===== src/rtl/multi_timer_sorted_expiry_core_macros.svh =====
// assertion macros used by the timer pool datapath
`ifndef MULTI_TIMER_SORTED_EXPIRY_CORE_MACROS_SVH
`define MULTI_TIMER_SORTED_EXPIRY_CORE_MACROS_SVH

// condition must hold at every clock edge outside reset
`define MTSE_ASSERT_ALWAYS(label, clk, rst, expr, msg) \
   label: assert property (@(posedge clk) disable iff (rst) (expr)) else $error(msg);

// consequent must hold whenever the antecedent holds
`define MTSE_ASSERT_IMPLY(label, clk, rst, ante, cons, msg) \
   label: assert property (@(posedge clk) disable iff (rst) (ante) |-> (cons)) else $error(msg);

`endif


===== src/rtl/mtse_pkg.sv =====
// shared types and constants of the timer pool
package mtse_pkg;

   localparam int TICK_W      = 32;
   localparam int TAG_W       = 32;
   localparam int SLOT_IN_W   = 4;
   localparam int ID_W        = 4;
   localparam int TSS_W       = 5;
   localparam logic [TSS_W-1:0] TSS_NONE = 5'd16;
   localparam int MAX_RESULTS = 16;
   localparam int RES_CNT_W   = 5;
   localparam int REQ_TDATA_W = 72;
   localparam int RSP_TDATA_W = 40;

   typedef enum logic [1:0] {
      CMD_TICK  = 2'd0,
      CMD_ALLOC = 2'd1,
      CMD_FREE  = 2'd2,
      CMD_ARM   = 2'd3
   } cmd_type;

   typedef enum logic [2:0] {
      KIND_GRANTED     = 3'd0,
      KIND_NONE_FREE   = 3'd1,
      KIND_EXPIRED     = 3'd2,
      KIND_TASK_SWITCH = 3'd3,
      KIND_REFUSED     = 3'd4
   } kind_type;

   // controller to datapath
   typedef struct packed {
      logic latch_req;
      logic tick_inc;
      logic scan_clr;
      logic scan_inc;
      logic grant;
      logic none_free;
      logic refuse;
      logic free_slot;
      logic arm_start;
      logic rd_walk;
      logic rd_head;
      logic walk_adv;
      logic link_self;
      logic link_prev;
      logic expire;
      logic set_earliest;
      logic clear_earliest;
      logic push_last;
   } ctrl_cmd_type;

   // datapath to controller
   typedef struct packed {
      cmd_type cmd;
      logic    slot_ok;
      logic    slot_alloc;
      logic    slot_run;
      logic    scan_done;
      logic    scan_free;
      logic    not_due;
      logic    walk_end;
      logic    walk_stop;
      logic    head_nil;
      logic    tick_stop;
      logic    pend_valid;
      logic    out_free;
   } ctrl_sts_type;

endpackage


===== src/rtl/mtse_dp.sv =====
// timer pool datapath: slot state, memories, sorted list walk, result registers
`include "multi_timer_sorted_expiry_core_macros.svh"

module mtse_dp #(
   parameter int SLOTS = 16
) (
   input  logic                                  clock,
   input  logic                                  reset,
   input  mtse_pkg::ctrl_cmd_type                cmd,
   output mtse_pkg::ctrl_sts_type                sts,
   input  mtse_pkg::cmd_type                     req_cmd,
   input  logic [mtse_pkg::SLOT_IN_W-1:0]        req_slot,
   input  logic [mtse_pkg::TICK_W-1:0]           req_timeout,
   input  logic [mtse_pkg::TAG_W-1:0]            req_data,
   input  logic                                  csr_we,
   input  logic [mtse_pkg::TSS_W-1:0]            csr_wdata,
   output logic                                  rsp_valid,
   input  logic                                  rsp_ready,
   output mtse_pkg::kind_type                    rsp_kind,
   output logic [mtse_pkg::ID_W-1:0]             rsp_id,
   output logic [mtse_pkg::TAG_W-1:0]            rsp_tag,
   output logic                                  rsp_last
);
   import mtse_pkg::*;

   localparam int SLOT_W = (SLOTS > 1) ? $clog2(SLOTS) : 1;
   localparam int LINK_W = $clog2(SLOTS + 1);
   localparam int CMP_W  = (SLOT_W > TSS_W) ? SLOT_W : TSS_W;
   localparam logic [LINK_W-1:0] NIL = LINK_W'(SLOTS);

   // latched transaction
   cmd_type                req_cmd_ff, req_cmd_in;
   logic [SLOT_IN_W-1:0]   req_slot_ff, req_slot_in;
   logic [TICK_W-1:0]      req_timeout_ff, req_timeout_in;
   logic [TAG_W-1:0]       req_data_ff, req_data_in;

   logic [TSS_W-1:0]       tss_ff, tss_in;
   logic [TICK_W-1:0]      tick_ff, tick_in;
   logic [SLOTS-1:0]       alloc_ff, alloc_in;
   logic [SLOTS-1:0]       run_ff, run_in;
   logic [LINK_W-1:0]      head_ff, head_in;
   logic [TICK_W-1:0]      earliest_ff, earliest_in;
   logic [LINK_W-1:0]      scan_ff, scan_in;
   logic [LINK_W-1:0]      cur_ff, cur_in;
   logic [LINK_W-1:0]      prev_ff, prev_in;
   logic [LINK_W-1:0]      guard_ff, guard_in;
   logic [TICK_W-1:0]      arm_dl_ff, arm_dl_in;
   logic [RES_CNT_W-1:0]   n_ff, n_in;

   logic                   pend_valid_ff, pend_valid_in;
   kind_type               pend_kind_ff, pend_kind_in;
   logic [ID_W-1:0]        pend_id_ff, pend_id_in;
   logic [TAG_W-1:0]       pend_tag_ff, pend_tag_in;

   logic                   rsp_valid_ff, rsp_valid_in;
   kind_type               rsp_kind_ff, rsp_kind_in;
   logic [ID_W-1:0]        rsp_id_ff, rsp_id_in;
   logic [TAG_W-1:0]       rsp_tag_ff, rsp_tag_in;
   logic                   rsp_last_ff, rsp_last_in;

   // slot memories
   logic [TICK_W-1:0]      dl_mem   [SLOTS];
   logic [TAG_W-1:0]       tag_mem  [SLOTS];
   logic [LINK_W-1:0]      link_mem [SLOTS];
   logic [TICK_W-1:0]      dl_rd_ff;
   logic [TAG_W-1:0]       tag_rd_ff;
   logic [LINK_W-1:0]      link_rd_ff;

   logic [SLOT_W-1:0]      req_idx;
   logic [SLOT_W-1:0]      head_idx;
   logic [SLOT_W-1:0]      cur_idx;
   logic [SLOT_W-1:0]      prev_idx;
   logic [SLOT_W-1:0]      scan_idx;
   logic [SLOT_W-1:0]      rd_addr;
   logic                   rd_en;
   logic [TICK_W-1:0]      arm_sum;
   logic                   is_ts;
   logic                   prev_nil;
   logic                   link_we;
   logic [SLOT_W-1:0]      link_waddr;
   logic [LINK_W-1:0]      link_wdata;

   assign req_idx  = SLOT_W'(req_slot_ff);
   assign head_idx = head_ff[SLOT_W-1:0];
   assign cur_idx  = cur_ff[SLOT_W-1:0];
   assign prev_idx = prev_ff[SLOT_W-1:0];
   assign scan_idx = scan_ff[SLOT_W-1:0];
   assign arm_sum  = tick_ff + req_timeout_ff;
   assign is_ts    = (CMP_W'(head_idx) == CMP_W'(tss_ff));
   assign prev_nil = (prev_ff >= NIL);
   assign rd_en    = cmd.rd_walk | cmd.rd_head;
   assign rd_addr  = cmd.rd_walk ? cur_idx : head_idx;

   assign link_we    = cmd.link_self | (cmd.link_prev & ~prev_nil);
   assign link_waddr = cmd.link_self ? req_idx : prev_idx;
   assign link_wdata = cmd.link_self ? cur_ff : LINK_W'(req_idx);

   always_comb begin
      sts.cmd        = req_cmd_ff;
      sts.slot_ok    = (32'(req_slot_ff) < 32'(SLOTS));
      sts.slot_alloc = alloc_ff[req_idx];
      sts.slot_run   = run_ff[req_idx];
      sts.scan_done  = (scan_ff == NIL);
      sts.scan_free  = ~alloc_ff[scan_idx];
      sts.not_due    = (earliest_ff > tick_ff);
      sts.walk_end   = (cur_ff >= NIL) || (guard_ff == NIL);
      sts.walk_stop  = (arm_dl_ff <= dl_rd_ff);
      sts.head_nil   = (head_ff >= NIL);
      sts.tick_stop  = (dl_rd_ff > tick_ff) || (n_ff == RES_CNT_W'(MAX_RESULTS));
      sts.pend_valid = pend_valid_ff;
      sts.out_free   = ~rsp_valid_ff | rsp_ready;
   end

   always_comb begin
      logic rsp_load;
      logic rsp_load_last;
      rsp_load       = 1'b0;
      rsp_load_last  = 1'b0;
      req_cmd_in     = req_cmd_ff;
      req_slot_in    = req_slot_ff;
      req_timeout_in = req_timeout_ff;
      req_data_in    = req_data_ff;
      tss_in         = tss_ff;
      tick_in        = tick_ff;
      alloc_in       = alloc_ff;
      run_in         = run_ff;
      head_in        = head_ff;
      earliest_in    = earliest_ff;
      scan_in        = scan_ff;
      cur_in         = cur_ff;
      prev_in        = prev_ff;
      guard_in       = guard_ff;
      arm_dl_in      = arm_dl_ff;
      n_in           = n_ff;
      pend_valid_in  = pend_valid_ff;
      pend_kind_in   = pend_kind_ff;
      pend_id_in     = pend_id_ff;
      pend_tag_in    = pend_tag_ff;

      if (cmd.latch_req) begin
         req_cmd_in     = req_cmd;
         req_slot_in    = req_slot;
         req_timeout_in = req_timeout;
         req_data_in    = req_data;
      end
      if (csr_we) begin
         tss_in = csr_wdata;
      end
      if (cmd.tick_inc) begin
         tick_in = tick_ff + 1'b1;
         n_in    = '0;
      end
      if (cmd.scan_clr) begin
         scan_in = '0;
      end
      if (cmd.scan_inc) begin
         scan_in = scan_ff + 1'b1;
      end
      if (cmd.grant) begin
         alloc_in[scan_idx] = 1'b1;
         pend_valid_in      = 1'b1;
         pend_kind_in       = KIND_GRANTED;
         pend_id_in         = ID_W'(scan_idx);
         pend_tag_in        = '0;
      end
      if (cmd.none_free) begin
         pend_valid_in = 1'b1;
         pend_kind_in  = KIND_NONE_FREE;
         pend_id_in    = '0;
         pend_tag_in   = '0;
      end
      if (cmd.refuse) begin
         pend_valid_in = 1'b1;
         pend_kind_in  = KIND_REFUSED;
         pend_id_in    = req_slot_ff;
         pend_tag_in   = '0;
      end
      if (cmd.free_slot) begin
         alloc_in[req_idx] = 1'b0;
      end
      if (cmd.arm_start) begin
         run_in[req_idx] = 1'b1;
         arm_dl_in       = arm_sum;
         cur_in          = head_ff;
         prev_in         = NIL;
         guard_in        = '0;
      end
      if (cmd.walk_adv) begin
         prev_in  = cur_ff;
         cur_in   = link_rd_ff;
         guard_in = guard_ff + 1'b1;
      end
      if (cmd.link_prev && prev_nil) begin
         head_in     = LINK_W'(req_idx);
         earliest_in = arm_dl_ff;
      end
      if (cmd.expire) begin
         rsp_load         = pend_valid_ff;
         run_in[head_idx] = 1'b0;
         head_in          = link_rd_ff;
         n_in             = n_ff + 1'b1;
         pend_valid_in    = 1'b1;
         pend_kind_in     = is_ts ? KIND_TASK_SWITCH : KIND_EXPIRED;
         pend_id_in       = ID_W'(head_idx);
         pend_tag_in      = is_ts ? '0 : tag_rd_ff;
      end
      if (cmd.set_earliest) begin
         earliest_in = dl_rd_ff;
      end
      if (cmd.clear_earliest) begin
         earliest_in = '1;
      end
      if (cmd.push_last) begin
         rsp_load      = 1'b1;
         rsp_load_last = 1'b1;
         pend_valid_in = 1'b0;
      end

      rsp_kind_in = rsp_kind_ff;
      rsp_id_in   = rsp_id_ff;
      rsp_tag_in  = rsp_tag_ff;
      rsp_last_in = rsp_last_ff;
      if (rsp_load) begin
         rsp_valid_in = 1'b1;
         rsp_kind_in  = pend_kind_ff;
         rsp_id_in    = pend_id_ff;
         rsp_tag_in   = pend_tag_ff;
         rsp_last_in  = rsp_load_last;
      end else begin
         rsp_valid_in = rsp_valid_ff & ~rsp_ready;
      end
   end

   always_ff @(posedge clock) begin
      if (reset) begin
         tss_ff        <= TSS_NONE;
         tick_ff       <= '0;
         alloc_ff      <= '0;
         run_ff        <= '0;
         head_ff       <= NIL;
         earliest_ff   <= '1;
         pend_valid_ff <= 1'b0;
         rsp_valid_ff  <= 1'b0;
      end else begin
         tss_ff        <= tss_in;
         tick_ff       <= tick_in;
         alloc_ff      <= alloc_in;
         run_ff        <= run_in;
         head_ff       <= head_in;
         earliest_ff   <= earliest_in;
         pend_valid_ff <= pend_valid_in;
         rsp_valid_ff  <= rsp_valid_in;
      end
   end

   always_ff @(posedge clock) begin
      req_cmd_ff     <= req_cmd_in;
      req_slot_ff    <= req_slot_in;
      req_timeout_ff <= req_timeout_in;
      req_data_ff    <= req_data_in;
      scan_ff        <= scan_in;
      cur_ff         <= cur_in;
      prev_ff        <= prev_in;
      guard_ff       <= guard_in;
      arm_dl_ff      <= arm_dl_in;
      n_ff           <= n_in;
      pend_kind_ff   <= pend_kind_in;
      pend_id_ff     <= pend_id_in;
      pend_tag_ff    <= pend_tag_in;
      rsp_kind_ff    <= rsp_kind_in;
      rsp_id_ff      <= rsp_id_in;
      rsp_tag_ff     <= rsp_tag_in;
      rsp_last_ff    <= rsp_last_in;
   end

   // one write and one registered read per cycle on each memory
   always_ff @(posedge clock) begin
      if (cmd.arm_start) begin
         dl_mem[req_idx]  <= arm_sum;
         tag_mem[req_idx] <= req_data_ff;
      end
      if (link_we) begin
         link_mem[link_waddr] <= link_wdata;
      end
      if (rd_en) begin
         dl_rd_ff   <= dl_mem[rd_addr];
         tag_rd_ff  <= tag_mem[rd_addr];
         link_rd_ff <= link_mem[rd_addr];
      end
   end

   assign rsp_valid = rsp_valid_ff;
   assign rsp_kind  = rsp_kind_ff;
   assign rsp_id    = rsp_id_ff;
   assign rsp_tag   = rsp_tag_ff;
   assign rsp_last  = rsp_last_ff;

   `MTSE_ASSERT_ALWAYS(a_run_is_alloc, clock, reset, (run_ff & ~alloc_ff) == '0, "running slot not allocated")
   `MTSE_ASSERT_IMPLY(a_head_running, clock, reset, head_ff < NIL, run_ff[head_idx], "list head not running")
   `MTSE_ASSERT_IMPLY(a_single_last, clock, reset, rsp_valid_ff && (rsp_kind_ff == KIND_GRANTED || rsp_kind_ff == KIND_NONE_FREE || rsp_kind_ff == KIND_REFUSED), rsp_last_ff, "single result without last")

endmodule


===== src/rtl/mtse_ctrl.sv =====
// timer pool controller: sequences commands, list walks and result pushes
module mtse_ctrl (
   input  logic                   clock,
   input  logic                   reset,
   input  logic                   req_valid,
   output logic                   req_ready,
   input  mtse_pkg::ctrl_sts_type sts,
   output mtse_pkg::ctrl_cmd_type cmd
);
   import mtse_pkg::*;

   typedef enum logic [3:0] {
      ST_IDLE,
      ST_DECODE,
      ST_TICK_CMP,
      ST_TICK_RD,
      ST_TICK_CHK,
      ST_ALLOC_SCAN,
      ST_WALK_RD,
      ST_WALK_CMP,
      ST_LINK_SELF,
      ST_LINK_PREV,
      ST_FINISH
   } state_type;

   state_type state_ff, state_in;
   logic      ready_ff;

   always_comb begin
      state_in = state_ff;
      cmd      = '0;
      unique case (state_ff)
         ST_IDLE: begin
            if (req_valid && ready_ff) begin
               cmd.latch_req = 1'b1;
               state_in      = ST_DECODE;
            end
         end
         ST_DECODE: begin
            unique case (sts.cmd)
               CMD_TICK: begin
                  cmd.tick_inc = 1'b1;
                  state_in     = ST_TICK_CMP;
               end
               CMD_ALLOC: begin
                  cmd.scan_clr = 1'b1;
                  state_in     = ST_ALLOC_SCAN;
               end
               CMD_FREE: begin
                  if (!sts.slot_ok || sts.slot_run) begin
                     cmd.refuse = 1'b1;
                     state_in   = ST_FINISH;
                  end else begin
                     cmd.free_slot = 1'b1;
                     state_in      = ST_IDLE;
                  end
               end
               CMD_ARM: begin
                  if (!sts.slot_ok || !sts.slot_alloc || sts.slot_run) begin
                     cmd.refuse = 1'b1;
                     state_in   = ST_FINISH;
                  end else begin
                     cmd.arm_start = 1'b1;
                     state_in      = ST_WALK_RD;
                  end
               end
               default: state_in = ST_IDLE;
            endcase
         end
         ST_TICK_CMP: begin
            state_in = sts.not_due ? ST_IDLE : ST_TICK_RD;
         end
         ST_TICK_RD: begin
            if (sts.head_nil) begin
               cmd.clear_earliest = 1'b1;
               state_in           = ST_FINISH;
            end else begin
               cmd.rd_head = 1'b1;
               state_in    = ST_TICK_CHK;
            end
         end
         ST_TICK_CHK: begin
            if (sts.tick_stop) begin
               cmd.set_earliest = 1'b1;
               state_in         = ST_FINISH;
            end else if (!sts.pend_valid || sts.out_free) begin
               cmd.expire = 1'b1;
               state_in   = ST_TICK_RD;
            end
         end
         ST_ALLOC_SCAN: begin
            if (sts.scan_done) begin
               cmd.none_free = 1'b1;
               state_in      = ST_FINISH;
            end else if (sts.scan_free) begin
               cmd.grant = 1'b1;
               state_in  = ST_FINISH;
            end else begin
               cmd.scan_inc = 1'b1;
            end
         end
         ST_WALK_RD: begin
            if (sts.walk_end) begin
               state_in = ST_LINK_SELF;
            end else begin
               cmd.rd_walk = 1'b1;
               state_in    = ST_WALK_CMP;
            end
         end
         ST_WALK_CMP: begin
            if (sts.walk_stop) begin
               state_in = ST_LINK_SELF;
            end else begin
               cmd.walk_adv = 1'b1;
               state_in     = ST_WALK_RD;
            end
         end
         ST_LINK_SELF: begin
            cmd.link_self = 1'b1;
            state_in      = ST_LINK_PREV;
         end
         ST_LINK_PREV: begin
            cmd.link_prev = 1'b1;
            state_in      = ST_IDLE;
         end
         ST_FINISH: begin
            if (!sts.pend_valid) begin
               state_in = ST_IDLE;
            end else if (sts.out_free) begin
               cmd.push_last = 1'b1;
               state_in      = ST_IDLE;
            end
         end
         default: state_in = ST_IDLE;
      endcase
   end

   always_ff @(posedge clock) begin
      if (reset) begin
         state_ff <= ST_IDLE;
         ready_ff <= 1'b1;
      end else begin
         state_ff <= state_in;
         ready_ff <= (state_in == ST_IDLE);
      end
   end

   assign req_ready = ready_ff;

endmodule


===== src/rtl/multi_timer_sorted_expiry_core.sv =====
// top level of the timer pool with sorted expiry list
// one request is taken at a time: req_tready stays low until the controller is idle again; alloc
// scans the slots one by one, arm walks the sorted list to its place, tick expires each due timer
// in turn; one read port on the slot memories paces the list walk and rsp_tready stalls hold the
// result pushes; the last result is registered as req_tready rises for the next request; reset is
// synchronous and clears slot state, tick, list head, earliest deadline, task switch slot and valid flags
module multi_timer_sorted_expiry_core #(
   parameter int SLOTS = 16
) (
   input  logic                                clock,
   input  logic                                reset,
   // request channel
   input  logic                                req_tvalid,
   output logic                                req_tready,
   // slot[3:0], timeout_ticks[35:4], data_tag[67:36], zero pad [71:68]
   input  logic [mtse_pkg::REQ_TDATA_W-1:0]    req_tdata,
   // cmd[1:0]
   input  logic [1:0]                          req_tuser,
   // result channel
   output logic                                rsp_tvalid,
   input  logic                                rsp_tready,
   // slot_id[3:0], tag[35:4]; zero pad [39:36]
   output logic [mtse_pkg::RSP_TDATA_W-1:0]    rsp_tdata,
   // kind[2:0]
   output logic [2:0]                          rsp_tuser,
   output logic                                rsp_tlast,
   // task switch slot register
   input  logic                                csr_we,
   input  logic [mtse_pkg::TSS_W-1:0]          csr_wdata
);
   import mtse_pkg::*;

   ctrl_cmd_type        cmd;
   ctrl_sts_type        sts;
   kind_type            rsp_kind;
   logic [ID_W-1:0]     rsp_id;
   logic [TAG_W-1:0]    rsp_tag;
   cmd_type             req_cmd;

   // unpack the request transaction
   assign req_cmd = cmd_type'(req_tuser);

   // controller walks the list and issues one datapath step per cycle, waiting while the result register is full
   mtse_ctrl u_ctrl (
      .clock     (clock),
      .reset     (reset),
      .req_valid (req_tvalid),
      .req_ready (req_tready),
      .sts       (sts),
      .cmd       (cmd)
   );

   // slot state, memories and the output register
   mtse_dp #(
      .SLOTS (SLOTS)
   ) u_dp (
      .clock       (clock),
      .reset       (reset),
      .cmd         (cmd),
      .sts         (sts),
      .req_cmd     (req_cmd),
      .req_slot    (req_tdata[3:0]),
      .req_timeout (req_tdata[35:4]),
      .req_data    (req_tdata[67:36]),
      .csr_we      (csr_we),
      .csr_wdata   (csr_wdata),
      .rsp_valid   (rsp_tvalid),
      .rsp_ready   (rsp_tready),
      .rsp_kind    (rsp_kind),
      .rsp_id      (rsp_id),
      .rsp_tag     (rsp_tag),
      .rsp_last    (rsp_tlast)
   );

   // pack the result transaction
   assign rsp_tdata = {4'b0000, rsp_tag, rsp_id};
   assign rsp_tuser = rsp_kind;

endmodule

===== config.mk =====
export PLATFORM = sky130hd
export DESIGN_NAME = multi_timer_sorted_expiry_core
export DESIGN_NICKNAME = d
export VERILOG_FILES = /design/src/rtl/mtse_pkg.sv /design/src/rtl/mtse_dp.sv /design/src/rtl/mtse_ctrl.sv /design/src/rtl/multi_timer_sorted_expiry_core.sv
export VERILOG_INCLUDE_DIRS = /design/src /design/src/rtl
export SDC_FILE = /design/constraint.sdc
export NUM_CORES = 2
export LEC_CHECK = 0
export ABC_AREA = 1
export BUFFER_PORTS_ARGS = -buffer_cell sky130_fd_sc_hd__buf_2
export CAP_MARGIN = 0
export CORE_MARGIN = 1.5
export CORE_UTILIZATION = 40
export CTS_BUF_LIST = sky130_fd_sc_hd__clkbuf_8
export DETAILED_ROUTE_END_ITERATION = 10
export GPL_TIMING_DRIVEN = 0
export PLACE_DENSITY_LB_ADDON = 0.08
export SYNTH_ARGS = -nofsm -noshare
export SYNTH_HDL_FRONTEND = slang
export SYNTH_SLANG_ARGS = --single-unit

===== constraint.sdc =====
create_clock -name clock -period 6.1 [get_ports clock]
set_input_delay 0.61 -clock clock [delete_from_list [all_inputs] [get_ports clock]]
set_output_delay 0.61 -clock clock [all_outputs]
set_load 0.05 [all_outputs]

# After elaboration in Yosys (flattened, before gate mapping)
# Memories as Yosys holds them, arrays and structs flattened. A register that Yosys moved wholly into a read port is not among the register bits.
# Cells that the tools add are included.
[op_classes]
eq_ne = 17
shift = 0
addsub = 5
muxes = 109
mul = 0
magnitude_cmp = 12
reduce_logical = 22
div = 0
bitwise_logic = 14
[ops]
columns = ["op", "n"]
rows = [
  ["$mux W32", 7],
  ["$mux W4", 18],
  ["$mux W5", 13],
  ["$gt A32 B32 Y1", 2],
  ["$mux W16", 4],
  ["$mux W1", 48],
  ["$pmux W4 S10", 1],
  ["$add A32 B1 Y32 const B", 1],
  ["$add A32 B32 Y32", 1],
  ["$and A16 B16 Y16", 2],
  ["$le A32 B32 Y1", 1],
  ["$not A16 Y16", 2],
  ["$or A16 B16 Y16", 2],
  ["$mux W3", 6],
  ["$eq A4 B3 Y1 const B", 4],
  ["$pmux W4 S4", 1],
  ["$add A5 B1 Y5 const B", 3],
  ["$eq A5 B5 Y1 const B", 3],
  ["$ge A5 B5 Y1 const B", 3],
  ["$lt A4 B5 Y1 const B", 3],
  ["$bmux W1 S4", 3],
  ["$demux W1 S4", 3],
  ["$eq A4 B4 Y1 const B", 3],
  ["$ge A4 B1 Y1 const B", 3],
  ["other kinds (18)", 42],
]
[word_totals]
n_memories = 3
latchBits = 0
ram_bits = 1104
romBits = 0
register_bits = 319
output_inout_bits = 46
[mem_list]
columns = ["name", "depth", "width", "rd", "rd_ports_with_merged_regs", "write_ports", "line_no", "rtl"]
rows = [
  ["u_dp.dl_mem", 16, 32, 1, 1, 1, "mtse_dp.sv:62", "logic [TICK_W-1:0] dl_mem [SLOTS];"],
  ["u_dp.tag_mem", 16, 32, 1, 1, 1, "mtse_dp.sv:63", "logic [TAG_W-1:0] tag_mem [SLOTS];"],
  ["u_dp.link_mem", 16, 5, 1, 1, 1, "mtse_dp.sv:64", "logic [LINK_W-1:0] link_mem [SLOTS];"],
]

# Logic depth before layout (Yosys ltp)
[depth]
word_depth = 10
depth_mapped = 20
depth_no_buf = 20

# Hierarchy
# A second synthesis with hierarchy kept.
[unflattened]
hier_cells = 5393
area_unflattened_um2 = 63631.0
[modules_own_cells]
columns = ["module", "instances", "seq_area_each_um2", "area_per_inst_um2", "cells_per_inst"]
rows = [
  ["mtse_dp", 1, 43571.8, 62980.4, 5265],
  ["mtse_ctrl", 1, 100.1, 616.8, 123],
  ["multi_timer_sorted_expiry_core", 1, 0.0, 33.8, 5],
]

# Least setup slack after synthesis
# No wires, ideal clock.
[synth_path]
kind = "reg2reg"
from = "register u_dp.tick_ff[29]"
to = "register u_dp.rsp_id_ff[0], in the netlist u_dp.rsp_id[0], enable pin"
required_ns = 5.605
stages_incl_launch_ff = 12
setup_ns = 0.495
slack_ns = 1.054
period_less_slack_ns = 5.046
arrival_ns = 4.551
cell_sequence = "dfxtp_1 -> inv_1 -> ha_1 -> nand2_1 -> nor2_1 -> nand4_1 -> nor3b_2 -> nand4_1 -> nand2_1 -> nand3_1 -> buf_2 -> o21ai_0"
[synth_between]
elab_chain_cells = 6
[synth_rtl]
columns = ["item", "line_no", "rtl"]
rows = [
  ["start: declaration", "mtse_dp.sv:38", "logic [TICK_W-1:0] tick_ff, tick_in;"],
  ["start signal: assignment", "mtse_dp.sv:246", "tick_ff <= tick_in;"],
  ["$gt A32 B32 Y1", "mtse_dp.sv:109", "sts.tick_stop = (dl_rd_ff > tick_ff) || (n_ff == RES_CNT_W'(MAX_RESULTS));"],
  ["$logic_or A1 B1 Y1", "mtse_dp.sv:109", ""],
  ["$mux W1", "mtse_ctrl.sv:83", "if (sts.tick_stop) begin"],
  ["$mux W2", "mtse_ctrl.sv:32", "unique case (state_ff)"],
  ["$mux W1", "mtse_dp.sv:197", "if (cmd.expire) begin"],
  ["$mux W1", "mtse_dp.sv:213", "if (cmd.push_last) begin"],
  ["end signal: assignment", "mtse_dp.sv:271", "rsp_id_ff <= rsp_id_in;"],
  ["end: declaration", "mtse_dp.sv:57", "logic [ID_W-1:0] rsp_id_ff, rsp_id_in;"],
]
# No other way between the ends.
# A chain may end at the register's enable or synchronous reset.

# Worst setup path after layout
[layout_path]
from = "register u_dp.guard_ff[0]"
to = "register u_dp.dl_rd_ff[31], read port of u_dp.dl_mem, data pin"
[layout_between]
elab_chain_cells = 5
[layout_rtl]
columns = ["item", "line_no", "rtl"]
rows = [
  ["start: declaration", "mtse_dp.sv:46", "logic [LINK_W-1:0] guard_ff, guard_in;"],
  ["start signal: assignment", "mtse_dp.sv:264", "guard_ff <= guard_in;"],
  ["$eq A5 B5 Y1 *", "mtse_dp.sv:106", "sts.walk_end = (cur_ff >= NIL) || (guard_ff == NIL);"],
  ["$logic_or A1 B1 Y1 *", "mtse_dp.sv:106", ""],
  ["$mux W1 *", "mtse_ctrl.sv:103", "if (sts.walk_end) begin"],
  ["$mux W1 *", "mtse_ctrl.sv:32", ""],
  ["$mux W4 / $or A1 B1 Y1 (equally long branches)", "mtse_dp.sv:92, mtse_dp.sv:91", ""],
  ["end: declaration", "mtse_dp.sv:65", "logic [TICK_W-1:0] dl_rd_ff;"],
]
# Mark *: on every way between the ends. The rest lies on a longest branch, timed or not.

==> impl_metrics.env <==
export IMPL_worstMarginPinSlew_ns=1.478
export IMPL_rsz0062_at_grt="false"
export IMPL_fillers=13987
export IMPL_finalHoldViolations=0
export IMPL_synthCells=4975
export IMPL_avgSynthCellArea_um2=12.40
export IMPL_place_gp_congestion=0.8605
export IMPL_synth_flop_cell="edfxtp_1"
export IMPL_setup_viol=0
export IMPL_synth_top_family_by_area="compound AO/OA/AOI/OAI gates"
export IMPL_clk_pin_slew_worst_paths_ns=0.06
export IMPL_rr_worst_depth=12
export IMPL_holdPathStages=3
export IMPL_reg2reg_to="u_dp.dl_rd_ff[31]$_DFFE_PP_"
export IMPL_grt_pass1_vias=41949
export IMPL_synthTopCellsByArea="edfxtp_1 (67%), nor2_1 (4.7%), o21ai_0 (4.5%)"
export IMPL_first_pass_iters=6
export IMPL_drt_iter0_drc=4859
export IMPL_synth_top_area_share_pct=67.10
export IMPL_die_h_um=395.8
export IMPL_power_density_mw_per_mm2=307.4
export IMPL_tritoncts="built"
export IMPL_critical_path_top_delay_family="buffers and inverters"
export IMPL_r2r_start="u_dp.guard_ff[0]$_SDFFCE_PP0P_"
export IMPL_utilization_pct=47.33
export IMPL_rows=143
export IMPL_synthArstFlopShare_pct=0
export IMPL_startpoint="u_dp.guard_ff[0]$_SDFFCE_PP0P_"
export IMPL_insertion_delay_ns=0.99
export IMPL_cts_path_max_buffers=4
export IMPL_synthMuxAreaShare_pct=0
export IMPL_gr_total_overflow=0
export IMPL_finalPower_mw=22.21
export IMPL_die_area_mm2=0.1567
export IMPL_multi_input_area_mm2=0.01601
export IMPL_wl_met2_um=97090
export IMPL_coreArea_mm2=0.1526
export IMPL_startpoint_type="flip-flop"
export IMPL_vias=43437
export IMPL_route_detailed_drc=0
export IMPL_cp_required_ns=6.72
export IMPL_yosys_area_share_simple_pct=10.24
export IMPL_seq_area_frac_synth_pct=70.76
export IMPL_ir_drop_v=0.0002346
export IMPL_fin_area_mm2=0.07223
export IMPL_wl_met1_um=95460
export IMPL_synth_cell_types=50
export IMPL_cts_sinks=1492
export IMPL_min_path_type="in -> reg"
export IMPL_final_nets=5757
export IMPL_final_seq_area_mm2=0.04367
export IMPL_pre_cts_ws_ns=1.504
export IMPL_yosys_area_top_type="edfxtp_1"
export IMPL_layout_cells_non_filler=7743
export IMPL_die_w_um=395.8
export IMPL_relSlewSlack_pct=1.434
export IMPL_hpwl_um=145000
export IMPL_path_max_fanout=10
export IMPL_slew_violations=0
export IMPL_finalSetupTns_ns=0
export IMPL_io_pins=130
export IMPL_numCtsBuffers=277
export IMPL_ys_ff_latch=1492
export IMPL_status="finished, final reports clean"
export IMPL_cp_slowest_stage_delay_ns=1.05
export IMPL_critPathBufInv=4
export IMPL_wl_um=215400
export IMPL_drive_gt1_share_pct=13.12
export IMPL_synthToLayoutAreaGrowth_pct=17.04
export IMPL_hold_start="reset"
export IMPL_initial_core_util_pct=40.44
export IMPL_place_area_mm2=0.06663
export IMPL_ctsRootBufferMaster="clkbuf_8"
export IMPL_critical_path_class="reg -> reg"
export IMPL_grt_first_pass_wirelength_um=304700
export IMPL_crit_chain="inv_1 -> ha_1 -> nand3_2 -> nand4_4 -> nand2_1 -> o21ai_1 -> inv_1 -> buf_2 -> clkbuf_1 -> o221ai_1 -> o211ai_1 -> nand2_1"
export IMPL_htree_levels=5
export IMPL_ant_nets=0
export IMPL_worst_slack_ns=1.618
export IMPL_synth_adder_area_share_pct=2.790
export IMPL_fin_skew_ns=0.05805
export IMPL_max_cap_violations=0
export IMPL_routed_top_layer="met4"
export IMPL_synthesis_area_mm2=0.06171
export IMPL_synth_compound_area_share_pct=11.64
export IMPL_arrival_ns=5.10
export IMPL_viasPerCell=5.610
export IMPL_slowest_stage="clkbuf_1"
export IMPL_p_leak_nw=25.53
export IMPL_grtUsageTotal_pct=27.19
export IMPL_antenna_found_initial=7
export IMPL_dp_cells=7201
export IMPL_period_share_pct=73.47
export IMPL_max_clock_freq_mhz=223.1
export IMPL_finalCriticalPeriod_ns=4.482
export IMPL_grt_max_degree=44
export IMPL_yosysWarningCount=0
export IMPL_hold_ws_ns=0.2140
export IMPL_synth_xor_area_share_pct=0.7238
export IMPL_met3_length_um=16070
export IMPL_end_kind="flip-flop"
export IMPL_port_buffers=121
export IMPL_synth_edf_count=1379
export IMPL_whs_endpoint="u_dp.tick_ff[4]$_SDFFE_PP0P_"
export IMPL_reg2reg_slack_ns=1.62
export IMPL_wl_per_cell_um=27.81
-- layer usage --
layer	vias to the layer above	global-route usage, %
met1	21730	38.89
met5	-	0
met4	0	9.175
met2	1921	41.95
met3	391	4.652
li1	19395	-
-- worst register-to-register path: cells and delay by family (launching register included) --
kind / cells / cell delay, ns
adders and majority gates: 1 / 0.20
buffers and inverters: 4 / 1.62
AOI/OAI and AO/OA: 3 / 1.20
and+or+nand+nor: 4 / 0.72
DFF: 1 / 0.39
-- cell usage in the layout (no fill, tap or decap), types with 97 or more instances in the layout --
| cell | instances |
|---|---|
| a21oi_1 | 125 |
| clkbuf_8 | 292 |
| edfxtp_1 | 1379 |
| inv_1 | 352 |
| nor2_1 | 760 |
| o21ai_1 | 101 |
| o211ai_1 | 97 |
| dfxtp_1 | 113 |
| buf_2 | 246 |
| clkbuf_1 | 110 |
| nand3_1 | 142 |
| o221ai_1 | 199 |
| ha_1 | 136 |
| o21ai_0 | 551 |
| nand2_1 | 510 |
-- area by class of cell --
class / count / area share (%)
Buffer: 273 / 1.831
Clock inverter: 159 / 0.9354
Timing Repair Buffer: 279 / 4.065
Tap cell: 2030 / 3.516
Inverter: 279 / 1.453
Antenna cell: 5 / 0.01732
Multi-Input combinational cell: 2934 / 22.16
Clock buffer: 292 / 5.564
Sequential cell: 1492 / 60.46
-- timing repair --
item | in CTS | in global routing
hold buffers | 84 | 0
buffers inserted | 0 | 0
resized for setup | 0 | 0
hold endpoints to repair | 76 | 0
-- kinds of logic (layout without fill, tap and decap cells) --
family,Yosys count,after routing
buffers and inverters,552,1282
adders and majority gates,137,137
xor gates and xnor gates,51,51
other,1,9
and+or+nand+nor,1547,1547
DFF,1492,1492
AOI/OAI and AO/OA,1195,1195
-- how the worst max path moves through the flow --
stage,endpoint,slack (ns),depth (start not counted)
5_1_grt,u_dp.pend_tag_ff[26]$_SDFFCE_PP0P_,1.44,14
6_report,u_dp.dl_rd_ff[31]$_DFFE_PP_,1.62,12
3_5_place_dp,u_dp.pend_tag_ff[26]$_SDFFCE_PP0P_,1.50,14
4_1_cts,u_dp.pend_tag_ff[26]$_SDFFCE_PP0P_,1.52,14
2_1_floorplan,u_dp.rsp_id[0]$_DFFE_PP_,1.05,11
3_3_place_gp,u_dp.tag_mem[15][24]$_DFFE_PP_,-4.19,12
-- sequential cells by signal, indices dropped and copies added, names as in the netlist, 32 cells and up --
register and count:
u_dp.earliest_ff 32, u_dp.arm_dl_ff 32, u_dp.link_mem 80, u_dp.tag_rd_ff 32, u_dp.req_data_ff 32, u_dp.dl_rd_ff 32, u_dp.dl_mem 512, u_dp.rsp_tag 32
u_dp.pend_tag_ff 32, u_dp.tag_mem 512, u_dp.tick_ff 32, u_dp.req_timeout_ff 32
-- report_power, final --
part / switching [mW] / internal (mW) / leakage, nW / total [mW]
Combinational: 1.10 / 0.341 / 9.43 / 1.44
Sequential: 0.286 / 11.9 / 13.3 / 12.2
Clock: 4.15 / 4.45 / 2.76 / 8.60
Total: 5.54 / 16.7 / 25.5 / 22.2
-- synth_stat cells, types with 4 or more instances --
| library cell | count |
|---|---|
| nand2_1 | 511 |
| buf_2 | 124 |
| inv_2 | 13 |
| clkbuf_1 | 111 |
| nor4_1 | 5 |
| nor2_2 | 4 |
| o21ai_1 | 97 |
| a21o_1 | 5 |
| a21oi_1 | 125 |
| buf_4 | 29 |
| dfxtp_1 | 113 |
| nand3_1 | 142 |
| nand2_2 | 4 |
| nand4_1 | 56 |
| nor2_1 | 776 |
| nand3b_1 | 4 |
| nor3_1 | 31 |
| edfxtp_1 | 1379 |
| inv_1 | 263 |
| o211ai_1 | 97 |
| xor2_1 | 38 |
| buf_1 | 4 |
| o221ai_1 | 199 |
| ha_1 | 136 |
| a211oi_1 | 4 |
| o21ai_0 | 556 |
| a31oi_1 | 5 |
| buf_6 | 4 |
| o21a_1 | 14 |
| o21bai_1 | 4 |
| xnor2_1 | 13 |
| o22ai_1 | 80 |
No activity file was read; power rests on OpenSTA's default activity.
